--- config.mk ---
export PLATFORM = sky130hd
export DESIGN_NAME = button_debounce_repeat_core_flat
export DESIGN_NICKNAME = d
export VERILOG_FILES = /design/src/hdl/bdr_pkg.sv /design/src/hdl/bdr_in_if.sv /design/src/hdl/bdr_out_if.sv /design/src/hdl/bdr_cfg_if.sv /design/src/hdl/button_debounce_repeat_core.sv /design/src/hdl/bdr_step.sv /design/src/flat_wrapper.sv
export SDC_FILE = /design/constraint.sdc
export NUM_CORES = 1
export LEC_CHECK = 0
export ABC_AREA = 0
export BUFFER_PORTS_ARGS = -buffer_cell sky130_fd_sc_hd__buf_2
export CAP_MARGIN = 25
export CORE_ASPECT_RATIO = 1.75
export CORE_MARGIN = 2
export CORE_UTILIZATION = 55
export DETAILED_ROUTE_END_ITERATION = 16
export GPL_ROUTABILITY_DRIVEN = 0
export GPL_TIMING_DRIVEN = 0
export PLACE_DENSITY = 0.73
export SYNTH_ARGS = -nofsm -noshare
export SYNTH_HDL_FRONTEND = slang
export SYNTH_HIERARCHICAL = 1
export SYNTH_SLANG_ARGS = --single-unit
--- constraint.sdc ---
create_clock -name clk -period 9.3 [get_ports clk]
set_clock_uncertainty 0.1 [all_clocks]
set_input_delay 0.465 -clock clk [delete_from_list [all_inputs] [get_ports clk]]
set_output_delay 0.465 -clock clk [all_outputs]
set_load 0.005 [all_outputs]
--- src/hdl/bdr_pkg.sv ---
`timescale 1ns / 1ps
`default_nettype none
// ----------------------------------------------------------------------------
// bdr_pkg
// Shared types and constants of the button debounce and auto-repeat block.
// ----------------------------------------------------------------------------
package bdr_pkg;

  localparam int CFG_IDX_W   = 2;
  localparam int CFG_DATA_W  = 32;
  localparam int REPEAT_W    = 32;
  localparam int DEBOUNCE_W  = 16;

  localparam logic [DEBOUNCE_W-1:0] DEBOUNCE_RESET = 16'd1000;

  typedef logic [CFG_IDX_W-1:0] cfg_idx_t;

  localparam cfg_idx_t REG_INVERT_INPUT   = 2'd0;
  localparam cfg_idx_t REG_REPORT_BOTH    = 2'd1;
  localparam cfg_idx_t REG_REPEAT_INTERVAL = 2'd2;
  localparam cfg_idx_t REG_DEBOUNCE       = 2'd3;

  // Configuration as seen by the evaluation logic
  typedef struct packed {
    logic                  invert_input;
    logic                  report_both;
    logic [REPEAT_W-1:0]   repeat_interval_us;
    logic [DEBOUNCE_W-1:0] debounce_us;
  } cfg_t;

  // Outcome of one poll
  typedef struct packed {
    logic emit;
    logic pressed;
    logic is_change;
  } evt_t;

endpackage : bdr_pkg
`default_nettype wire

--- src/hdl/bdr_in_if.sv ---
`timescale 1ns / 1ps
`default_nettype none
// ----------------------------------------------------------------------------
// bdr_in_if
// Poll channel: timestamp and raw pin level, valid/ready handshake.
// ----------------------------------------------------------------------------
interface bdr_in_if #(
  parameter int TIME_BITS = 48
) ();
  logic                 valid;
  logic                 ready;
  logic [TIME_BITS-1:0] timestamp_us;
  logic                 raw_level;

  modport source (output valid, output timestamp_us, output raw_level, input ready);
  modport sink   (input valid, input timestamp_us, input raw_level, output ready);
endinterface : bdr_in_if
`default_nettype wire

--- src/hdl/bdr_out_if.sv ---
`timescale 1ns / 1ps
`default_nettype none
// ----------------------------------------------------------------------------
// bdr_out_if
// Report channel: button state, change flag and elapsed time.
// ----------------------------------------------------------------------------
interface bdr_out_if #(
  parameter int TIME_BITS = 48
) ();
  logic                 valid;
  logic                 ready;
  logic                 pressed;
  logic                 is_change;
  logic [TIME_BITS-1:0] elapsed_us;

  modport source (output valid, output pressed, output is_change, output elapsed_us,
                  input ready);
  modport sink   (input valid, input pressed, input is_change, input elapsed_us,
                  output ready);
endinterface : bdr_out_if
`default_nettype wire

--- src/hdl/bdr_cfg_if.sv ---
`timescale 1ns / 1ps
`default_nettype none
// ----------------------------------------------------------------------------
// bdr_cfg_if
// Register write channel: register index and write data.
// ----------------------------------------------------------------------------
interface bdr_cfg_if ();
  logic                           valid;
  logic                           ready;
  logic [bdr_pkg::CFG_IDX_W-1:0]  index;
  logic [bdr_pkg::CFG_DATA_W-1:0] data;

  modport source (output valid, output index, output data, input ready);
  modport sink   (input valid, input index, input data, output ready);
endinterface : bdr_cfg_if
`default_nettype wire

--- src/hdl/button_debounce_repeat_core.sv ---
`timescale 1ns / 1ps
`default_nettype none
// ----------------------------------------------------------------------------
// button_debounce_repeat_core
// Push-button debouncer with auto-repeat, one poll per cycle unless out_chan stalls.
// ----------------------------------------------------------------------------
// Usage:
//   in_chan  takes polls (timestamp_us, raw_level); a poll transfers when
//            valid and ready are both high.
//   out_chan delivers reports (pressed, is_change, elapsed_us); a poll makes
//            zero or one report.
//   cfg_chan writes registers 0..3 (invert, report presses, repeat interval,
//            debounce time); always ready, write only while idle.
// Timing: a poll is registered in the input register, is evaluated against
//   the stored state and, if it reports, lands in the output register,
//   from which the report can transfer. One poll per cycle is sustained
//   unless out_chan stalls; input and output registers form two stages.
// Stall: while out_chan holds a report and ready is low, the evaluation stage
//   holds; in_chan stays ready until the input register is also occupied.
// Reset (rst_n low, synchronous): both stages empty, state released, change and
//   report times zero, debounce time 1000 us, other registers zero.
// ----------------------------------------------------------------------------
module button_debounce_repeat_core #(
  parameter int TIME_BITS = 48
) (
  input  wire       clk,
  input  wire       rst_n,
  bdr_in_if.sink    in_chan,
  bdr_out_if.source out_chan,
  bdr_cfg_if.sink   cfg_chan
);
  import bdr_pkg::*;

  cfg_t                 cfg_r, cfg_nxt;

  logic                 s1_valid_r, s1_valid_nxt;
  logic [TIME_BITS-1:0] s1_ts_r;
  logic                 s1_raw_r;

  logic                 out_valid_r, out_valid_nxt;
  logic                 out_pressed_r;
  logic                 out_change_r;
  logic [TIME_BITS-1:0] out_elapsed_r;

  logic                 adv;
  logic                 fire;
  logic                 load_in;
  evt_t                 evt;
  logic [TIME_BITS-1:0] elapsed;

  // Configuration registers
  assign cfg_chan.ready = 1'b1;

  always_comb begin
    cfg_nxt = cfg_r;
    if (cfg_chan.valid) begin
      unique case (cfg_chan.index)
        REG_INVERT_INPUT:    cfg_nxt.invert_input       = cfg_chan.data[0];
        REG_REPORT_BOTH:     cfg_nxt.report_both        = cfg_chan.data[0];
        REG_REPEAT_INTERVAL: cfg_nxt.repeat_interval_us = cfg_chan.data[REPEAT_W-1:0];
        REG_DEBOUNCE:        cfg_nxt.debounce_us        = cfg_chan.data[DEBOUNCE_W-1:0];
        default:             cfg_nxt = cfg_r;
      endcase
    end
  end

  always_ff @(posedge clk) begin
    if (!rst_n) begin
      cfg_r.invert_input       <= 1'b0;
      cfg_r.report_both        <= 1'b0;
      cfg_r.repeat_interval_us <= '0;
      cfg_r.debounce_us        <= DEBOUNCE_RESET;
    end else begin
      cfg_r <= cfg_nxt;
    end
  end

  // Handshake: the evaluation stage advances when the output register is free or drains
  assign adv           = !out_valid_r || out_chan.ready;
  assign fire          = s1_valid_r && adv;
  assign in_chan.ready = !s1_valid_r || adv;
  assign load_in       = in_chan.valid && in_chan.ready;

  always_comb begin
    s1_valid_nxt = s1_valid_r;
    if (load_in) begin
      s1_valid_nxt = 1'b1;
    end else if (fire) begin
      s1_valid_nxt = 1'b0;
    end
  end

  always_comb begin
    out_valid_nxt = out_valid_r;
    if (fire) begin
      out_valid_nxt = evt.emit;
    end else if (out_chan.ready) begin
      out_valid_nxt = 1'b0;
    end
  end

  always_ff @(posedge clk) begin
    if (!rst_n) begin
      s1_valid_r  <= 1'b0;
      out_valid_r <= 1'b0;
    end else begin
      s1_valid_r  <= s1_valid_nxt;
      out_valid_r <= out_valid_nxt;
    end
  end

  always_ff @(posedge clk) begin
    if (load_in) begin
      s1_ts_r  <= in_chan.timestamp_us;
      s1_raw_r <= in_chan.raw_level;
    end
    // Load only polls that report
    if (fire && evt.emit) begin
      out_pressed_r <= evt.pressed;
      out_change_r  <= evt.is_change;
      out_elapsed_r <= elapsed;
    end
  end

  bdr_step #(
    .TIME_BITS (TIME_BITS)
  ) u_step (
    .clk          (clk),
    .rst_n        (rst_n),
    .fire         (fire),
    .cfg          (cfg_r),
    .timestamp_us (s1_ts_r),
    .raw_level    (s1_raw_r),
    .evt          (evt),
    .elapsed_us   (elapsed)
  );

  assign out_chan.valid      = out_valid_r;
  assign out_chan.pressed    = out_pressed_r;
  assign out_chan.is_change  = out_change_r;
  assign out_chan.elapsed_us = out_elapsed_r;

`ifndef SYNTH
  a_reset_empties: assert property (@(posedge clk) !rst_n |=> !out_valid_r && !s1_valid_r)
    else $error("stages not empty after reset");

  a_release_is_change: assert property (@(posedge clk) disable iff (!rst_n)
    out_valid_r |-> (out_change_r || out_pressed_r))
    else $error("repeat report while released");

  a_stage_holds: assert property (@(posedge clk) disable iff (!rst_n)
    (s1_valid_r && !adv) |=> (s1_valid_r && $stable(s1_ts_r) && $stable(s1_raw_r)))
    else $error("poll lost while output stalled");

  a_no_emit_drop: assert property (@(posedge clk) disable iff (!rst_n)
    (fire && evt.emit) |=> out_valid_r)
    else $error("report not loaded");
`endif

endmodule : button_debounce_repeat_core
`default_nettype wire

--- src/hdl/bdr_step.sv ---
`timescale 1ns / 1ps
`default_nettype none
// ----------------------------------------------------------------------------
// bdr_step
// Debounce and repeat decision for one poll, plus the debounced state and
// the change and report timestamps it updates.
// ----------------------------------------------------------------------------
module bdr_step #(
  parameter int TIME_BITS = 48
) (
  input  wire                  clk,
  input  wire                  rst_n,
  input  wire                  fire,
  input  bdr_pkg::cfg_t        cfg,
  input  wire [TIME_BITS-1:0]  timestamp_us,
  input  wire                  raw_level,
  output bdr_pkg::evt_t        evt,
  output logic [TIME_BITS-1:0] elapsed_us
);
  import bdr_pkg::*;

  logic                 state_r, state_nxt;
  logic [TIME_BITS-1:0] last_change_r, last_change_nxt;
  logic [TIME_BITS-1:0] last_report_r, last_report_nxt;

  logic                 level;
  logic [TIME_BITS-1:0] since_change;
  logic [TIME_BITS-1:0] since_report;
  logic [TIME_BITS-1:0] debounce_ext;
  logic [TIME_BITS-1:0] repeat_ext;
  logic                 accept_chg;
  logic                 repeat_hit;

  assign level        = raw_level ^ cfg.invert_input;
  assign since_change = timestamp_us - last_change_r;
  assign since_report = timestamp_us - last_report_r;
  assign debounce_ext = {{(TIME_BITS-DEBOUNCE_W){1'b0}}, cfg.debounce_us};
  assign repeat_ext   = {{(TIME_BITS-REPEAT_W){1'b0}}, cfg.repeat_interval_us};

  assign accept_chg = (level != state_r) && (since_change > debounce_ext);
  // Repeats follow the live level, not the debounced state
  assign repeat_hit = level && (|cfg.repeat_interval_us) && (since_report >= repeat_ext);

  always_comb begin
    evt.is_change = accept_chg;
    evt.pressed   = accept_chg ? level : 1'b1;
    evt.emit      = accept_chg ? (!level || cfg.report_both) : repeat_hit;
    elapsed_us    = since_change;
  end

  always_comb begin
    state_nxt       = state_r;
    last_change_nxt = last_change_r;
    last_report_nxt = last_report_r;
    if (fire) begin
      if (accept_chg) begin
        state_nxt       = level;
        last_change_nxt = timestamp_us;
        if (level) begin
          last_report_nxt = timestamp_us;
        end
      end else if (repeat_hit) begin
        last_report_nxt = timestamp_us;
      end
    end
  end

  always_ff @(posedge clk) begin
    if (!rst_n) begin
      state_r       <= 1'b0;
      last_change_r <= '0;
      last_report_r <= '0;
    end else begin
      state_r       <= state_nxt;
      last_change_r <= last_change_nxt;
      last_report_r <= last_report_nxt;
    end
  end

endmodule : bdr_step
`default_nettype wire
--- src/flat_wrapper.sv ---
// flat-port wrapper written by rule: the top's interface ports become plain ports
module button_debounce_repeat_core_flat import bdr_pkg::*;
#(
  parameter int TIME_BITS = 48
)
  (clk, rst_n, in_chan_valid, in_chan_timestamp_us, in_chan_raw_level, in_chan_ready, out_chan_valid, out_chan_pressed, out_chan_is_change, out_chan_elapsed_us, out_chan_ready, cfg_chan_valid, cfg_chan_index, cfg_chan_data, cfg_chan_ready);
  bdr_in_if #(.TIME_BITS(TIME_BITS)) in_chan_i ();
  bdr_out_if #(.TIME_BITS(TIME_BITS)) out_chan_i ();
  bdr_cfg_if cfg_chan_i ();
  input  wire clk;
  input  wire rst_n;
  input wire logic [$bits(in_chan_i.valid)-1:0] in_chan_valid;
  input wire logic [$bits(in_chan_i.timestamp_us)-1:0] in_chan_timestamp_us;
  input wire logic [$bits(in_chan_i.raw_level)-1:0] in_chan_raw_level;
  output wire logic [$bits(in_chan_i.ready)-1:0] in_chan_ready;
  output wire logic [$bits(out_chan_i.valid)-1:0] out_chan_valid;
  output wire logic [$bits(out_chan_i.pressed)-1:0] out_chan_pressed;
  output wire logic [$bits(out_chan_i.is_change)-1:0] out_chan_is_change;
  output wire logic [$bits(out_chan_i.elapsed_us)-1:0] out_chan_elapsed_us;
  input wire logic [$bits(out_chan_i.ready)-1:0] out_chan_ready;
  input wire logic [$bits(cfg_chan_i.valid)-1:0] cfg_chan_valid;
  input wire logic [$bits(cfg_chan_i.index)-1:0] cfg_chan_index;
  input wire logic [$bits(cfg_chan_i.data)-1:0] cfg_chan_data;
  output wire logic [$bits(cfg_chan_i.ready)-1:0] cfg_chan_ready;
  assign in_chan_i.valid = in_chan_valid;
  assign in_chan_i.timestamp_us = in_chan_timestamp_us;
  assign in_chan_i.raw_level = in_chan_raw_level;
  assign in_chan_ready = in_chan_i.ready;
  assign out_chan_valid = out_chan_i.valid;
  assign out_chan_pressed = out_chan_i.pressed;
  assign out_chan_is_change = out_chan_i.is_change;
  assign out_chan_elapsed_us = out_chan_i.elapsed_us;
  assign out_chan_i.ready = out_chan_ready;
  assign cfg_chan_i.valid = cfg_chan_valid;
  assign cfg_chan_i.index = cfg_chan_index;
  assign cfg_chan_i.data = cfg_chan_data;
  assign cfg_chan_ready = cfg_chan_i.ready;
  button_debounce_repeat_core #(.TIME_BITS(TIME_BITS)) u_core (.clk(clk), .rst_n(rst_n), .in_chan(in_chan_i), .out_chan(out_chan_i), .cfg_chan(cfg_chan_i));
endmodule
# Word level (Yosys, flattened, before mapping)
# Index checks and enable logic that the tools add are counted.
# op_classes
addsub	2
magnitude_cmp	2
eq_ne	5
mux	8
bitwise	1
n_reduce_logical	23
# ops
operator	count
$mux 48	3
$sub 48x48->48	2
$ge 48x32->1	1
$gt 48x16->1	1
$reduce_or 32->1	1
$reduce_and 2->1	5
$logic_and 1x1->1	6
$reduce_bool 2->1	3
$mux 1	5
$eq 2x2->1 const B	2
$logic_not 1->1	3
$logic_or 1x1->1	3
$reduce_and 3->1	1
$eq 2x1->1 const B	1
$logic_not 2->1	1
$ne 2x2->1 const B	1
$ne 1x1->1	1
$xor 1x1->1	1
# word_totals
register_bits	248
inputBits	88
out_inout_bits	53
word_cells	55

# Depth between registers and ports, before layout
# logic_depth
word_depth	5
depth_mapped	26
mapped_depth_nobuf	24

# Hierarchy
# Netlist, hierarchy kept.
# modules_own_cells
mod	n_inst	cells_per_inst	area_each_um2	seq_area_each_um2
bdr_step	1	1676	12074.1	1941.9
button_debounce_repeat_core	1	322	5069.9	4013.8

# Least setup slack after synthesis
# No wires, ideal clock.
# synth_timing
path_type	register -> register
start	register u_core.s1_ts_r[0]
end	register u_core.out_elapsed_r[0] (netlist: u_core/out_chan.elapsed_us[0]), enable pin
setup_time_ns	0.464
arrival_time_ns	6.689
t_required_ns	8.736
path_slack_ns	2.047
path_stages_with_launch	25
synth_period_minus_slack_ns	7.253
path_cell_list	edfxtp_1 inv_1 ha_1 inv_1 fa_1 a21o_1 a221oi_4 o21ai_0 a21o_1 a21oi_1 xnor2_1 ha_1 a21o_1 a21oi_1 o21a_1 o221a_2 o22a_1 nand4_1 nand4b_1 or4_1 buf_2 and2_1 o31ai_1 nand2_1 nor2b_1
# synth_rtl
element	line	rtl
start: declaration	button_debounce_repeat_core.sv:37	logic [TIME_BITS-1:0] s1_ts_r;
start signal: assignment	button_debounce_repeat_core.sv:114	s1_ts_r <= in_chan.timestamp_us;
end signal: assignment	button_debounce_repeat_core.sv:121	out_elapsed_r <= elapsed;
end: declaration	button_debounce_repeat_core.sv:43	logic [TIME_BITS-1:0] out_elapsed_r;

==> results.md <==
- Pwr/cell area: 162 mW/mm2
- Grt ovf: 0
- Worst Tran Pin Value: slightly below 900 ps
- GRT Util Overall: between 20% and 30%
- CP Max Fanout: 37
- Cell Rows: 85
- CTS tree: built
- Syn Std Cell Area: ~0.017 mm2
- Crit Path Class: reg2reg
- Placed Cells: 2530
- Final cell count without fillers: roughly 2600
- Final Hold Slack: 14.3 ps
- Chip height: between 200 and 250 um
- Util after Layout: 63.9%
- Unrepaired setup endpoints after global routing: false
- CP startpoint kind: flop
- NetSw: 1.05 mW
- Final worst setup slack: ~2300 ps
- Die ar.: approximately 0.033 mm2
- Global-route wire length before repair: ~76 mm
- Final period util: 74.8%
- Switching part of the total: about 33%
- Worst slack at placement: between 2000 and 3000 ps
- DR vias/cell: around 6
- Yosys cell types: between 80 and 90
- Initial DRT Pass Iterations: 6
- Final nets: 2439
- Hold_buf cts: 41
- Clock share of power: 31.7%
- Clock Latency Late Sink: 550 ps
- Vias in the first global route: between 15000 and 20000
- Synth Area per Inst: around 8.6 um2
- Syn Nets: 2230
- Final number of setup-violating endpoints: 0
- Core ar.: slightly above 0.03 mm2
- Worst-path clk slew: approximately 70 ps
- Die W: roughly 140 um
- Tmin final: 6960 ps
- Routed Antenna Nets: 0
- DR vias: around 16000
- Final setup TNS: 0 ps
- Outcome: finished, final reports clean
- # clock sinks: between 200 and 250
- CTS HTree Levels: 1
- Antenna violations before repair: 2
- Max VDD drop: between 0.15 and 0.2 mV
- Internal power: between 2 and 2.5 mW
- Max transition margin: about two fifths
- Crit path required time: between 9000 and 10000 ps
- Max Buffers Root-to-Sink: 3
- Hold Violations, Final: 0
- Synth Register Bits: around 250
- Seq/Total Area, Yosys: between 30% and 40%
- CP arrival: a little over 7000 ps
- Drt total wl: slightly below 50 mm
- DP HPWL: 38.3 mm
- Layout Area Growth over Synthesis: 14.5%
- Post-CTS setup buffer count: 0
- Worst Reg-to-Reg Cells: 23
- Leakage: between 7 and 8 nW
- Largest net degree at the start of global routing: 38
- Syn Inst Count: roughly 2000
- Iter 0 DRT Violations: about 1300
- Max_cap viols: 0
- Worst hold-check path type: in2reg
- IO Pins: roughly 140
- Post-synth top flop: dfxtp_1
- Remaining DRCs: 0
- Clock buffer count from CTS: 23
- Final Max Tran Viols: 0
- Yosys warns: 6
- Number of flops mapped to enable cells by yosys: 99
- Worst hold path stage count: 1
- Synth async-reset ratio: 0%
- Clock root buffer: clkbuf_16
- Max Clk Rate: between 0.1 and 0.15 GHz
- Setup crit end kind: flop
- Combinational power share: around 29%
- Layout cells sized above 1: 11.0%
- Flop pwr share: approximately two fifths
- Starting Density: ~56%
- Routed wire length per instance: ~19 um
- Number of port buffers: around 140
- Cts repair resizes: 0
metrics by stage:
step | power (mW) | instance area [um2]
after global routing | 3.34 | 19600
after CTS | 3.18 | 19600
after global placement | 2.13 | 18300
after detailed placement | 2.16 | 18400
final | 3.18 | 19600
after floorplan | 1.91 | 17100
final timing paths:
kind / from / to / slack [ps]
max: u_core/s1_ts_r[0] / u_core/out_chan.elapsed_us[40] / 2340
min: in_chan_timestamp_us[40] / u_core/s1_ts_r[40] / 10
max reg2reg: u_core/s1_ts_r[0] / u_core/out_chan.elapsed_us[40] / 2340
min reg2reg: u_core/u_step/last_change_r[37] / u_core/u_step/last_change_r[37] / 360
power groups by stage:
stage	clock, mW	combinational (mW)	sequential, mW
after floorplan	0	0.653	1.26
final	1.01	0.928	1.25
after detailed placement	0	0.886	1.27
after global placement	0	0.861	1.27
after global routing	1.07	1.02	1.25
after CTS	1.02	0.907	1.25
state kept, by name (all words and copies together) (netlist names):
signal	flops
u_core/cfg_r	50
u_core/u_step/last_change_r	48
u_core/u_step/last_report_r	48
u_core/out_chan.pressed	1
u_core/out_chan.is_change	1
u_core/u_step/state_r	1
u_core/out_chan.valid	1
u_core/s1_valid_r	1
u_core/out_chan.elapsed_us	48
u_core/s1_ts_r	48
u_core/s1_raw_r	1
layer usage:
layer  global-route usage, %  wire, um
met5                       0        13
met4                    17.8      3320
met3                    3.33      2480
met2                    51.3     23900
met1                    34.4     19500
worst max-delay path: stages, from the launching register on:
cell and delay, ps:
edfxtp_1 390, inv_1 120, ha_1 170, inv_1 60, fa_1 420, a21o_1 230, a221oi_4 400, o21ai_0 240
a21o_1 220, a21oi_1 160, xnor2_1 120, ha_1 320, nand4_1 140, nor4_1 690, o22a_1 290, nand4_1 120
nand4b_1 210, or4_1 610, buf_2 240, and2_1 180, o31ai_1 260, nand2_1 140, nor2b_4 470, buf_12 280
placed cells by master (no fill, tap or decap), types with 15 or more instances in the layout:
cell type,netlist,final
dlygate4sd3_1,0,43
clkbuf_1,61,61
xor2_1,28,28
inv_1,172,174
nand3_1,34,34
a21o_1,52,52
nand4_1,66,66
o21ai_0,67,67
a211oi_1,19,19
mux2i_1,144,144
nor3_1,29,29
nand2_1,338,338
ha_1,142,142
edfxtp_1,99,99
dfxtp_1,149,149
or3_1,16,16
o21a_1,20,20
and2_1,16,15
clkbuf_16,0,27
o211ai_1,28,28
buf_2,25,164
nor4_1,23,23
a21oi_1,119,119
nor2_1,90,90
xnor2_1,36,36
a31oi_1,16,16
layout make-up:
class                      count  area, um2
timing repair buffer         184       1170
clock inverter                13        111
antenna                        1       2.50
inverter                     172        646
multi-input combinational   1477      10000
buffer                       101        512
sequential                   248       5960
tap                          391        489
clock buffer                  29        703
fill                        2615      11100
logic make-up after synthesis:
| group | Yosys count | share of synthesized area [%] |
|---|---|---|
| XOR/XNOR | 64 | 3.27 |
| AO/OA/AOI/OAI | 445 | 17.6 |
| adder cells (fa/ha/maj) | 144 | 10.6 |
| AND/OR/NAND/NOR | 677 | 18.5 |
| flip-flops | 248 | 34.7 |
| other | 1 | 0.0219 |
| buffers and inverters | 273 | 6.75 |
| multiplexers | 146 | 8.54 |
Yosys cell counts (7+ instances only):
| cell type | number | area share [%] |
|---|---|---|
| clkbuf_1 | 61 | 1.3 |
| inv_1 | 172 | 3.8 |
| nand3_1 | 34 | 0.99 |
| nand2b_1 | 9 | 0.33 |
| dfxtp_1 | 149 | 17 |
| edfxtp_1 | 99 | 17 |
| a211oi_1 | 19 | 0.83 |
| mux2i_1 | 144 | 8.4 |
| a21o_1 | 52 | 2.3 |
| o211ai_1 | 28 | 1.2 |
| nor2_1 | 90 | 2.0 |
| nor3_1 | 29 | 0.85 |
| o21a_1 | 20 | 0.88 |
| or3_1 | 16 | 0.58 |
| nand2_1 | 338 | 7.4 |
| nor4_1 | 23 | 0.84 |
| xnor2_1 | 36 | 1.8 |
| xor2_1 | 28 | 1.4 |
| a31oi_1 | 16 | 0.58 |
| a22oi_1 | 7 | 0.31 |
| a211o_1 | 7 | 0.36 |
| or2_2 | 7 | 0.26 |
| and4_1 | 8 | 0.41 |
| a21oi_1 | 119 | 3.5 |
| ha_1 | 142 | 10 |
| o2111ai_1 | 7 | 0.36 |
| o21bai_1 | 12 | 0.53 |
| a221oi_1 | 8 | 0.41 |
| and2_1 | 16 | 0.58 |
| nand4_1 | 66 | 2.4 |
| buf_2 | 25 | 0.73 |
| o21ai_0 | 67 | 2.0 |
| o31ai_1 | 10 | 0.44 |
| nor2b_1 | 8 | 0.29 |
No activity file was read; power rests on OpenSTA's default activity.
